File: src/hw/rtl/wpp_pkg.sv
// Shared types and constants for the WAV PCM stream parser.
// No dependencies; used by wpp_rate_check and wav_pcm_stream_parser.
`default_nettype none

package wpp_pkg;

  // header byte positions of the checks (last byte of each field)
  localparam logic [5:0] POS_RIFF      = 6'd3;
  localparam logic [5:0] POS_RIFF_SIZE = 6'd7;
  localparam logic [5:0] POS_WAVE      = 6'd11;
  localparam logic [5:0] POS_FMT       = 6'd15;
  localparam logic [5:0] POS_FMT_LEN   = 6'd19;
  localparam logic [5:0] POS_FMT_TYPE  = 6'd21;
  localparam logic [5:0] POS_CHANNELS  = 6'd23;
  localparam logic [5:0] POS_RATE      = 6'd27;
  localparam logic [5:0] POS_BYTE_RATE = 6'd31;
  localparam logic [5:0] POS_BITS      = 6'd35;
  localparam logic [5:0] POS_DATA      = 6'd39;
  localparam logic [5:0] POS_LAST      = 6'd43;

  // two-byte fields live in [20,24) and [32,36)
  localparam logic [5:0] SHORT_A_LO = 6'd20;
  localparam logic [5:0] SHORT_A_HI = 6'd24;
  localparam logic [5:0] SHORT_B_LO = 6'd32;
  localparam logic [5:0] SHORT_B_HI = 6'd36;

  localparam logic [31:0] TAG_RIFF    = 32'h4646_4952;
  localparam logic [31:0] TAG_WAVE    = 32'h4556_4157;
  localparam logic [31:0] TAG_FMT     = 32'h2074_6D66;
  localparam logic [31:0] TAG_DATA    = 32'h6174_6164;
  localparam logic [31:0] FMT_LEN     = 32'd16;
  localparam logic [31:0] FMT_PCM     = 32'd1;
  localparam logic [32:0] SIZE_OFFSET = 33'd36;

  localparam logic [1:0] CH_MONO   = 2'd1;
  localparam logic [1:0] CH_STEREO = 2'd2;

  localparam logic [5:0] BITS_8  = 6'd8;
  localparam logic [5:0] BITS_16 = 6'd16;
  localparam logic [5:0] BITS_24 = 6'd24;
  localparam logic [5:0] BITS_32 = 6'd32;

  localparam logic [1:0] KIND_ACCEPT = 2'd0;
  localparam logic [1:0] KIND_REJECT = 2'd1;
  localparam logic [1:0] KIND_POINT  = 2'd2;

  localparam logic [3:0] ERR_NONE      = 4'd0;
  localparam logic [3:0] ERR_RIFF      = 4'd1;
  localparam logic [3:0] ERR_WAVE      = 4'd2;
  localparam logic [3:0] ERR_FMT       = 4'd3;
  localparam logic [3:0] ERR_FMT_LEN   = 4'd4;
  localparam logic [3:0] ERR_NOT_PCM   = 4'd5;
  localparam logic [3:0] ERR_CHANNELS  = 4'd6;
  localparam logic [3:0] ERR_BITS      = 4'd7;
  localparam logic [3:0] ERR_RATES     = 4'd8;
  localparam logic [3:0] ERR_DATA      = 4'd9;

  // rate check: 32-bit rate times a 7-bit (bits * channels) factor
  localparam int RC_MPLIER_W = 7;
  localparam int RC_PROD_W   = 32 + RC_MPLIER_W;
  localparam logic [2:0] RC_LAST_STEP = 3'(RC_MPLIER_W - 1);

  typedef enum logic [1:0] {
    PH_HEADER  = 2'd0,
    PH_SAMPLES = 2'd1,
    PH_HALT    = 2'd2
  } phase_e;

  typedef enum logic {
    ST_IDLE  = 1'b0,
    ST_CHECK = 1'b1
  } seq_e;

  typedef struct packed {
    logic done;
    logic match;
  } rc_status_t;

endpackage

`default_nettype wire

File: src/hw/rtl/wpp_rate_check.sv
// Iterative shift-add multiplier and compare for the byte-rate check.
// Depends on wpp_pkg.
`default_nettype none

module wpp_rate_check (
  input  wire logic                              clk_i,
  input  wire logic                              rst_ni,
  input  wire logic                              start_i,
  input  wire logic [31:0]                       mcand_i,
  input  wire logic [wpp_pkg::RC_MPLIER_W-1:0]   mplier_i,
  input  wire logic [31:0]                       byte_rate_i,
  output wpp_pkg::rc_status_t                    status_o
);

  logic                            running_q, running_d;
  logic                            done_q, done_d;
  logic [2:0]                      count_q, count_d;
  logic [wpp_pkg::RC_PROD_W-1:0]   acc_q, acc_d;
  logic [wpp_pkg::RC_PROD_W-1:0]   mcand_q, mcand_d;
  logic [wpp_pkg::RC_MPLIER_W-1:0] mplier_q, mplier_d;
  logic [wpp_pkg::RC_PROD_W-1:0]   target;

  always_comb begin
    running_d = running_q;
    done_d    = done_q;
    count_d   = count_q;
    acc_d     = acc_q;
    mcand_d   = mcand_q;
    mplier_d  = mplier_q;
    if (start_i) begin
      running_d = 1'b1;
      done_d    = 1'b0;
      count_d   = '0;
      acc_d     = '0;
      mcand_d   = {{wpp_pkg::RC_MPLIER_W{1'b0}}, mcand_i};
      mplier_d  = mplier_i;
    end else if (running_q) begin
      if (mplier_q[0]) begin
        acc_d = acc_q + mcand_q;
      end
      mcand_d  = mcand_q << 1;
      mplier_d = mplier_q >> 1;
      count_d  = count_q + 3'd1;
      if (count_q == wpp_pkg::RC_LAST_STEP) begin
        running_d = 1'b0;
        done_d    = 1'b1;
      end
    end
  end

  always_ff @(posedge clk_i or negedge rst_ni) begin
    if (!rst_ni) begin
      running_q <= 1'b0;
      done_q    <= 1'b0;
      count_q   <= '0;
    end else begin
      running_q <= running_d;
      done_q    <= done_d;
      count_q   <= count_d;
    end
  end

  always_ff @(posedge clk_i) begin
    acc_q    <= acc_d;
    mcand_q  <= mcand_d;
    mplier_q <= mplier_d;
  end

  // 8 * byte_rate
  assign target = {{(wpp_pkg::RC_PROD_W - 35){1'b0}}, byte_rate_i, 3'b000};

  assign status_o.done  = done_q;
  assign status_o.match = (acc_q == target);

endmodule

`default_nettype wire

File: src/hw/rtl/wav_pcm_stream_parser.sv
// WAV PCM stream parser: one file byte per item, header checks, then sample points.
// The input stalls after the bits-per-sample header byte while the 7-step shift-add
// multiplier in wpp_rate_check does the byte-rate check.
// At most one result per item, held in one output register; input stalls while it
// holds a result that the receiver stalls.
// Reset clears parse state and the delay register; payload registers are not reset.
// Depends on wpp_pkg and wpp_rate_check.
`default_nettype none

module wav_pcm_stream_parser (
  input  wire logic        clk_i,
  input  wire logic        rst_ni,
  input  wire logic        cfg_we_i,
  input  wire logic        cfg_wdata_i,
  input  wire logic        in_valid_i,
  output logic             in_stall_o,
  input  wire logic [7:0]  file_byte_i,
  input  wire logic        start_of_file_i,
  output logic             out_valid_o,
  input  wire logic        out_stall_i,
  output logic [1:0]       result_kind_o,
  output logic [3:0]       error_code_o,
  output logic             length_mismatch_o,
  output logic [1:0]       channel_count_o,
  output logic [5:0]       sample_bits_o,
  output logic [31:0]      rate_hz_o,
  output logic signed [31:0] point_x_o,
  output logic signed [31:0] point_y_o
);

  wpp_pkg::seq_e   state_q, state_d;
  wpp_pkg::phase_e phase_q, phase_d;

  logic        delay_q;
  logic [5:0]  pos_q, pos_d;
  logic [31:0] facc_q, facc_d;
  logic [31:0] riff_q, riff_d;
  logic [31:0] rate_q, rate_d;
  logic [31:0] brate_q, brate_d;
  logic [1:0]  ch_q, ch_d;
  logic [5:0]  bits_q, bits_d;
  logic [31:0] sasm_q, sasm_d;
  logic [1:0]  bis_q, bis_d;
  logic [31:0] held_q, held_d;
  logic        slot_q, slot_d;
  logic [31:0] prev_q, prev_d;
  logic        havep_q, havep_d;

  logic        out_valid_q, out_valid_d;
  logic [1:0]  out_kind_q;
  logic [3:0]  out_err_q;
  logic        out_mism_q;
  logic [1:0]  out_ch_q;
  logic [5:0]  out_bits_q;
  logic [31:0] out_rate_q;
  logic [31:0] out_x_q;
  logic [31:0] out_y_q;

  logic        out_free, accept, check_exit;
  logic        res_valid;
  logic [1:0]  res_kind;
  logic [3:0]  res_err;
  logic        res_mism;
  logic [31:0] res_x, res_y;

  logic                            rc_start;
  logic [wpp_pkg::RC_MPLIER_W-1:0] rc_mplier;
  wpp_pkg::rc_status_t             rc_status;

  // sequencer outputs
  always_comb begin
    out_free   = !out_valid_q || !out_stall_i;
    in_stall_o = (state_q == wpp_pkg::ST_CHECK) || !out_free;
    check_exit = (state_q == wpp_pkg::ST_CHECK) && rc_status.done && out_free;
  end

  assign accept = in_valid_i && !in_stall_o;

  // sequencer next state
  always_comb begin
    state_d = state_q;
    unique case (state_q)
      wpp_pkg::ST_IDLE:  if (rc_start) state_d = wpp_pkg::ST_CHECK;
      wpp_pkg::ST_CHECK: if (check_exit) state_d = wpp_pkg::ST_IDLE;
      default:           state_d = wpp_pkg::ST_IDLE;
    endcase
  end

  // datapath for one accepted item, and the rate-check result at check exit
  always_comb begin
    logic [5:0]  p;
    logic [1:0]  off;
    logic [31:0] a;
    logic [2:0]  nbytes;
    logic [1:0]  k;
    logic [31:0] v;

    phase_d = phase_q;
    pos_d   = pos_q;
    facc_d  = facc_q;
    riff_d  = riff_q;
    rate_d  = rate_q;
    brate_d = brate_q;
    ch_d    = ch_q;
    bits_d  = bits_q;
    sasm_d  = sasm_q;
    bis_d   = bis_q;
    held_d  = held_q;
    slot_d  = slot_q;
    prev_d  = prev_q;
    havep_d = havep_q;

    res_valid = 1'b0;
    res_kind  = wpp_pkg::KIND_POINT;
    res_err   = wpp_pkg::ERR_NONE;
    res_mism  = 1'b0;
    res_x     = '0;
    res_y     = '0;
    rc_start  = 1'b0;
    rc_mplier = '0;

    p      = '0;
    off    = '0;
    a      = '0;
    nbytes = '0;
    k      = '0;
    v      = '0;

    if (accept) begin
      if (start_of_file_i) begin
        phase_d = wpp_pkg::PH_HEADER;
        pos_d   = '0;
        facc_d  = '0;
        riff_d  = '0;
        rate_d  = '0;
        brate_d = '0;
        ch_d    = '0;
        bits_d  = '0;
        sasm_d  = '0;
        bis_d   = '0;
        held_d  = '0;
        slot_d  = 1'b0;
        prev_d  = '0;
        havep_d = 1'b0;
      end

      unique case (phase_d)
        wpp_pkg::PH_HEADER: begin
          p = pos_d;
          if ((p >= wpp_pkg::SHORT_A_LO && p < wpp_pkg::SHORT_A_HI) ||
              (p >= wpp_pkg::SHORT_B_LO && p < wpp_pkg::SHORT_B_HI)) begin
            off = {1'b0, p[0]};
          end else begin
            off = p[1:0];
          end
          if (off == 2'd0) begin
            a = {24'b0, file_byte_i};
          end else begin
            a = facc_d | ({24'b0, file_byte_i} << {off, 3'b000});
          end
          facc_d = a;
          pos_d  = p + 6'd1;
          res_kind = wpp_pkg::KIND_REJECT;

          unique case (p)
            wpp_pkg::POS_RIFF: if (a != wpp_pkg::TAG_RIFF) begin
              res_valid = 1'b1;
              res_err   = wpp_pkg::ERR_RIFF;
            end
            wpp_pkg::POS_RIFF_SIZE: riff_d = a;
            wpp_pkg::POS_WAVE: if (a != wpp_pkg::TAG_WAVE) begin
              res_valid = 1'b1;
              res_err   = wpp_pkg::ERR_WAVE;
            end
            wpp_pkg::POS_FMT: if (a != wpp_pkg::TAG_FMT) begin
              res_valid = 1'b1;
              res_err   = wpp_pkg::ERR_FMT;
            end
            wpp_pkg::POS_FMT_LEN: if (a != wpp_pkg::FMT_LEN) begin
              res_valid = 1'b1;
              res_err   = wpp_pkg::ERR_FMT_LEN;
            end
            wpp_pkg::POS_FMT_TYPE: if (a != wpp_pkg::FMT_PCM) begin
              res_valid = 1'b1;
              res_err   = wpp_pkg::ERR_NOT_PCM;
            end
            wpp_pkg::POS_CHANNELS: begin
              if (a != {30'b0, wpp_pkg::CH_MONO} && a != {30'b0, wpp_pkg::CH_STEREO}) begin
                res_valid = 1'b1;
                res_err   = wpp_pkg::ERR_CHANNELS;
              end else begin
                ch_d = a[1:0];
              end
            end
            wpp_pkg::POS_RATE:      rate_d  = a;
            wpp_pkg::POS_BYTE_RATE: brate_d = a;
            wpp_pkg::POS_BITS: begin
              if (a != {26'b0, wpp_pkg::BITS_8}  && a != {26'b0, wpp_pkg::BITS_16} &&
                  a != {26'b0, wpp_pkg::BITS_24} && a != {26'b0, wpp_pkg::BITS_32}) begin
                res_valid = 1'b1;
                res_err   = wpp_pkg::ERR_BITS;
              end else begin
                // rate consistency is settled by the rate-check multiplier
                bits_d    = a[5:0];
                rc_start  = 1'b1;
                rc_mplier = {1'b0, a[5:0]} << ((ch_d == wpp_pkg::CH_STEREO) ? 1 : 0);
              end
            end
            wpp_pkg::POS_DATA: if (a != wpp_pkg::TAG_DATA) begin
              res_valid = 1'b1;
              res_err   = wpp_pkg::ERR_DATA;
            end
            wpp_pkg::POS_LAST: begin
              phase_d   = wpp_pkg::PH_SAMPLES;
              bis_d     = '0;
              sasm_d    = '0;
              slot_d    = 1'b0;
              havep_d   = 1'b0;
              res_valid = 1'b1;
              res_kind  = wpp_pkg::KIND_ACCEPT;
              res_mism  = (({1'b0, a} + wpp_pkg::SIZE_OFFSET) != {1'b0, riff_d});
            end
            default: ;
          endcase
          if (res_valid && res_kind == wpp_pkg::KIND_REJECT) begin
            phase_d = wpp_pkg::PH_HALT;
          end
        end

        wpp_pkg::PH_SAMPLES: begin
          nbytes = bits_d[5:3];
          if (nbytes < 3'd1 || nbytes > 3'd4) begin
            nbytes = 3'd1;
          end
          k = bis_d;
          if (k == 2'd0) begin
            sasm_d = {24'b0, file_byte_i};
          end else begin
            sasm_d = sasm_d | ({24'b0, file_byte_i} << {k, 3'b000});
          end
          if ({1'b0, k} + 3'd1 < nbytes) begin
            bis_d = k + 2'd1;
          end else begin
            bis_d = '0;
            unique case (nbytes)
              3'd1:    v = {{24{sasm_d[7]}}, sasm_d[7:0]};
              3'd2:    v = {{16{sasm_d[15]}}, sasm_d[15:0]};
              3'd3:    v = {{8{sasm_d[23]}}, sasm_d[23:0]};
              default: v = sasm_d;
            endcase
            if (!slot_d) begin
              held_d = v;
              slot_d = 1'b1;
            end else begin
              slot_d   = 1'b0;
              res_kind = wpp_pkg::KIND_POINT;
              res_y    = v;
              if (ch_d != wpp_pkg::CH_STEREO) begin
                res_valid = 1'b1;
                res_x     = held_d;
              end else begin
                prev_d  = held_d;
                havep_d = 1'b1;
                if (delay_q) begin
                  // first stereo tick after the header has no earlier left value
                  res_valid = havep_q && !start_of_file_i;
                  res_x     = prev_q;
                end else begin
                  res_valid = 1'b1;
                  res_x     = held_d;
                end
              end
            end
          end
        end

        default: ;
      endcase
    end else if (check_exit && !rc_status.match) begin
      phase_d   = wpp_pkg::PH_HALT;
      res_valid = 1'b1;
      res_kind  = wpp_pkg::KIND_REJECT;
      res_err   = wpp_pkg::ERR_RATES;
    end
  end

  assign out_valid_d = res_valid ? 1'b1 : (out_free ? 1'b0 : out_valid_q);

  wpp_rate_check u_rate_check (
    .clk_i       (clk_i),
    .rst_ni      (rst_ni),
    .start_i     (rc_start),
    .mcand_i     (rate_d),
    .mplier_i    (rc_mplier),
    .byte_rate_i (brate_q),
    .status_o    (rc_status)
  );

  always_ff @(posedge clk_i or negedge rst_ni) begin
    if (!rst_ni) begin
      state_q     <= wpp_pkg::ST_IDLE;
      phase_q     <= wpp_pkg::PH_HEADER;
      delay_q     <= 1'b0;
      pos_q       <= '0;
      facc_q      <= '0;
      riff_q      <= '0;
      rate_q      <= '0;
      brate_q     <= '0;
      ch_q        <= '0;
      bits_q      <= '0;
      sasm_q      <= '0;
      bis_q       <= '0;
      held_q      <= '0;
      slot_q      <= 1'b0;
      prev_q      <= '0;
      havep_q     <= 1'b0;
      out_valid_q <= 1'b0;
    end else begin
      state_q     <= state_d;
      phase_q     <= phase_d;
      if (cfg_we_i) begin
        delay_q <= cfg_wdata_i;
      end
      pos_q       <= pos_d;
      facc_q      <= facc_d;
      riff_q      <= riff_d;
      rate_q      <= rate_d;
      brate_q     <= brate_d;
      ch_q        <= ch_d;
      bits_q      <= bits_d;
      sasm_q      <= sasm_d;
      bis_q       <= bis_d;
      held_q      <= held_d;
      slot_q      <= slot_d;
      prev_q      <= prev_d;
      havep_q     <= havep_d;
      out_valid_q <= out_valid_d;
    end
  end

  always_ff @(posedge clk_i) begin
    if (res_valid) begin
      out_kind_q <= res_kind;
      out_err_q  <= res_err;
      out_mism_q <= res_mism;
      out_ch_q   <= ch_d;
      out_bits_q <= bits_d;
      out_rate_q <= rate_d;
      out_x_q    <= res_x;
      out_y_q    <= res_y;
    end
  end

  assign out_valid_o       = out_valid_q;
  assign result_kind_o     = out_kind_q;
  assign error_code_o      = out_err_q;
  assign length_mismatch_o = out_mism_q;
  assign channel_count_o   = out_ch_q;
  assign sample_bits_o     = out_bits_q;
  assign rate_hz_o         = out_rate_q;
  assign point_x_o         = out_x_q;
  assign point_y_o         = out_y_q;

endmodule

`default_nettype wire
File: config.mk
export PLATFORM = sky130hd
export DESIGN_NAME = wav_pcm_stream_parser
export DESIGN_NICKNAME = d
export VERILOG_FILES = /design/src/hw/rtl/wpp_pkg.sv /design/src/hw/rtl/wpp_rate_check.sv /design/src/hw/rtl/wav_pcm_stream_parser.sv
export SDC_FILE = /design/constraint.sdc
export NUM_CORES = 1
export LEC_CHECK = 0
export ABC_AREA = 0
export BUFFER_PORTS_ARGS = -buffer_cell sky130_fd_sc_hd__buf_2
export CAP_MARGIN = 20
export CORE_UTILIZATION = 56
export CTS_CLUSTER_SIZE = 14
export DETAILED_ROUTE_END_ITERATION = 10
export PLACE_DENSITY_LB_ADDON = 0.2
export SLEW_MARGIN = 20
export SYNTH_ARGS = -nofsm -noshare
export SYNTH_HDL_FRONTEND = slang
export SYNTH_HIERARCHICAL = 1
export SYNTH_SLANG_ARGS = --single-unit
export TNS_END_PERCENT = 5
File: constraint.sdc
create_clock -name clk_i -period 9.5 [get_ports clk_i]
set_input_delay 0 -clock clk_i [delete_from_list [all_inputs] [get_ports clk_i]]
set_output_delay 0 -clock clk_i [all_outputs]
set_load 0.01 [all_outputs]
==> metrics.md <==
| Metric | Value |
|---|---|
| Outcome | finished, final reports clean |
| CP most frequent cell | inv_2 |
| Vias in the first global route | 18640 |
| Root Buffer | clkbuf_16 |
| Unique masters post-synth | 99 |
| Drt initial violations | about 2200 |
| Most instantiated cells after synthesis | nand2_1, dfrtp_1, a21oi_1, o21ai_0, edfxtp_1 |
| Layout cells sized above 1 | 13.93% |
| Cell count after synthesis | 2322 |
| Startpoint Class | flip-flop |
| CTS tree | yes |
| Finished Layout Cells | 2965 |
| Ant diodes | 0 |
| FF+latch count, synth | 448 |
| Final Worst Setup Slack | 3.399 ns |
| Synth area leader | dfrtp_1 |
| Leak | around 11 nW |
| Placed Area | 24160 µm² |
| Post-Route WL | 69830 µm |
| Filler cell count | 3315 |
| Hold Path Class | input pin to asynchronous set/reset pin |
| Clock transition at path regs | around 0.06 ns |
| Port bufs | 127 |
| Final core utilization | 63.58% |
| WHS | 0.03199 ns |
| CTS Buffer Depth | 3 |
| Hpwl dp | 46800 µm |
| Die area | between 40000 and 50000 µm² |
| Setup violators final | 0 |
| Cts repair resizes | 0 |
| Worst Setup End Kind | flip-flop |
| Reg2reg path depth | 14 |
| Remaining Overflow, GRT | 0 |
| Final instance area | 25900 µm² |
| First-pass GRT wire length | 107700 µm |
| Tcrit/Tclk final | 64.22% |
| Sequential share of the synthesized area | between 50% and 60% |
| FP Rows | 74 |
| Initial Utilization | 56.75% |
| CP Data Required Time | 9.95 ns |
| Maxcap violations | 0 |
| Synth top area cells | dfrtp_1, edfxtp_1, nand2_1, a22o_1, a21oi_1 |
| DR vias | about 19000 |
| IO Pins | between 100 and 150 |
| Cell Chain, Critical Path | nand2b_1 -> inv_2 -> o22ai_1 -> or4b_1 -> o41ai_1 -> nand4_1 -> nor4_2 -> nand2_1 -> inv_2 -> buf_4 -> nor3_1 -> nor2b_1 -> a31oi_1 -> nand3_1 |
| Final Net Count | approximately 2500 |
| Core area | 40740 µm² |
| CTS Hold Bufs | 10 |
| Worst-margin pin slew | 1.061 ns |
| Crit Path Category | flip-flop to flip-flop |
| Post-Place Cells | 2864 |
| RSZ-0062 raised after global routing | false |
| Synth Flop Type | dfrtp_1 |
| Slew margin rel. | 27.22% |
| Fin. max-slew vios | 0 |
| Clock Latency Late Sink | around 0.6 ns |
| Largest incremental delay on the critical path | approximately 0.75 ns |
| Die width | 205.2 µm |
| Most common cell in the netlist | nand2_1 |
| Tot GR Track Use | between 30% and 40% |
| Fin. Hold Viols | 0 |
| Avg Cell Area, Syn | around 10 µm² |
| Pin count of the biggest net entering global routing | around 140 |
| Warnings, synthesis | 6 |
| CTS Buf Count | between 40 and 50 |
| Antenna viol nets, final | 0 |
| Die height | 205.2 µm |
| Clk_skew | approximately 0.024 ns |
| H-tree level count | 2 |
| Top cell type's share of synthesized area | 27.28% |
| Worst path arrival time | 6.55 ns |
| Min Tclk post-route | ~6.1 ns |
| Pre-Repair DR Iteration Count | 6 |
| Post-Syn Area | 23120 µm² |
| Crit path launch | pos_q[0]$_DFFE_PN0P_ |
| Power, Total | around 5 mW |
| FF-to-FF Start | pos_q[0]$_DFFE_PN0P_ |
| TritonCTS Sinks | 448 |
| Slowest stage cell on the critical path | buf_4 |
| Gpl congestion | 1.033 |
| Post-CTS setup buffer count | 0 |
| WL per Instance | 23.55 µm |
| Placement Setup Slack | between 3 and 4 ns |
| Max VDD drop | 0.1730 mV |
| Post-synth EDFFs | 150 |
| Antenna violations before repair | 0 |
| Number of remaining DRC errors | 0 |
| Post-synth ARST share | 56.25% |
| Max Fclk | 163.9 MHz |
| Total Neg Setup Slack | 0 ns |
| Area Overhead vs Synth | 12.04% |
| PwrDens | 198.4 nW/µm² |
| Vias/cell | ~6.4 |
| Top fanout value on the critical path | 72 |
-- cells in the final DEF, fill, tap and decap left out, types with 51 or more instances in the layout --
cell type and n:
nand2_1 315, dfrtp_1 252, a21oi_1 194, o21ai_0 168, edfxtp_1 150, a22o_1 126, buf_2 126, nor2_1 117
xnor2_1 80, nand3_1 73, nor2b_1 60, ha_1 51
-- cells by family (layout without fill, tap and decap cells) --
logic type,count (synthesis),in the layout,synth area share [%]
compound gates,683,683,19.51
simple gates,777,777,16.56
xor+xnor,106,106,4.016
buf+inv,193,303,3.393
fa+ha+maj,52,52,2.847
mux,62,62,2.917
flops,448,448,50.74
other cells,1,2,0.01622
-- report_power, final --
part           internal, mW  total, mW  switching, mW
combinational         0.384       1.04          0.655
clock                  1.14       1.92          0.783
sequential             2.07       2.18          0.113
total                  3.59       5.14           1.55
-- critical path: cells and delay by family, from the launching register on --
kind	cells	cell delay, ns
simple gates	8	2.70
compound gates	3	0.81
flops	1	0.65
buf+inv	3	1.72
-- sequential cells by signal, indices dropped and copies added, names as in the netlist, 2 cells and up --
| name | cells |
|---|---|
| ch_q | 2 |
| pos_q | 6 |
| u_rate_check/mplier_q | 7 |
| prev_q | 32 |
| rate_q | 32 |
| channel_count_o | 2 |
| point_y_o | 32 |
| u_rate_check/mcand_q | 39 |
| phase_q | 2 |
| u_rate_check/acc_q | 39 |
| facc_q | 32 |
| u_rate_check/count_q | 3 |
| error_code_o | 4 |
| result_kind_o | 2 |
| riff_q | 32 |
| bits_q | 6 |
| brate_q | 32 |
| sasm_q | 32 |
| sample_bits_o | 6 |
| point_x_o | 32 |
| bis_q | 2 |
| held_q | 32 |
| rate_hz_o | 32 |
-- per-layer routing --
metal | up-vias | routed length [µm] | global-route usage (%)
met3 | 182 | 4932 | 4.831
met1 | 9346 | 28110 | 43.65
li1 | 8619 | - | -
met5 | - | 0 | 0
met2 | 874 | 33440 | 54.69
met4 | 0 | 3347 | 15.93
-- final cells by class --
type | count | area, µm² | area share, %
timing repair buffer | 175 | 1041 | 4.019
multi-input combinational | 1682 | 10690 | 41.28
tap | 532 | 665.6 | 2.570
clock inverter | 21 | 227.7 | 0.8791
clock buffer | 69 | 1403 | 5.415
inverter | 38 | 142.6 | 0.5507
sequential | 448 | 11730 | 45.29
-- worst paths after layout --
path                                                            end  slack, ns
worst max register to register  u_rate_check/acc_q[28]$_SDFFE_PP0P_       3.40
worst min register to register               riff_q[26]$_DFFE_PN0P_       0.48
worst max-delay path            u_rate_check/acc_q[28]$_SDFFE_PP0P_       3.40
max in group asynchronous       u_rate_check/count_q[0]$_DFFE_PN0P_       8.17
min in group clk_i                           sasm_q[30]$_DFFE_PN0P_       0.05
worst min-delay path                         facc_q[13]$_DFFE_PN0P_       0.03
Note: power is estimated with default switching activity, not from simulation.
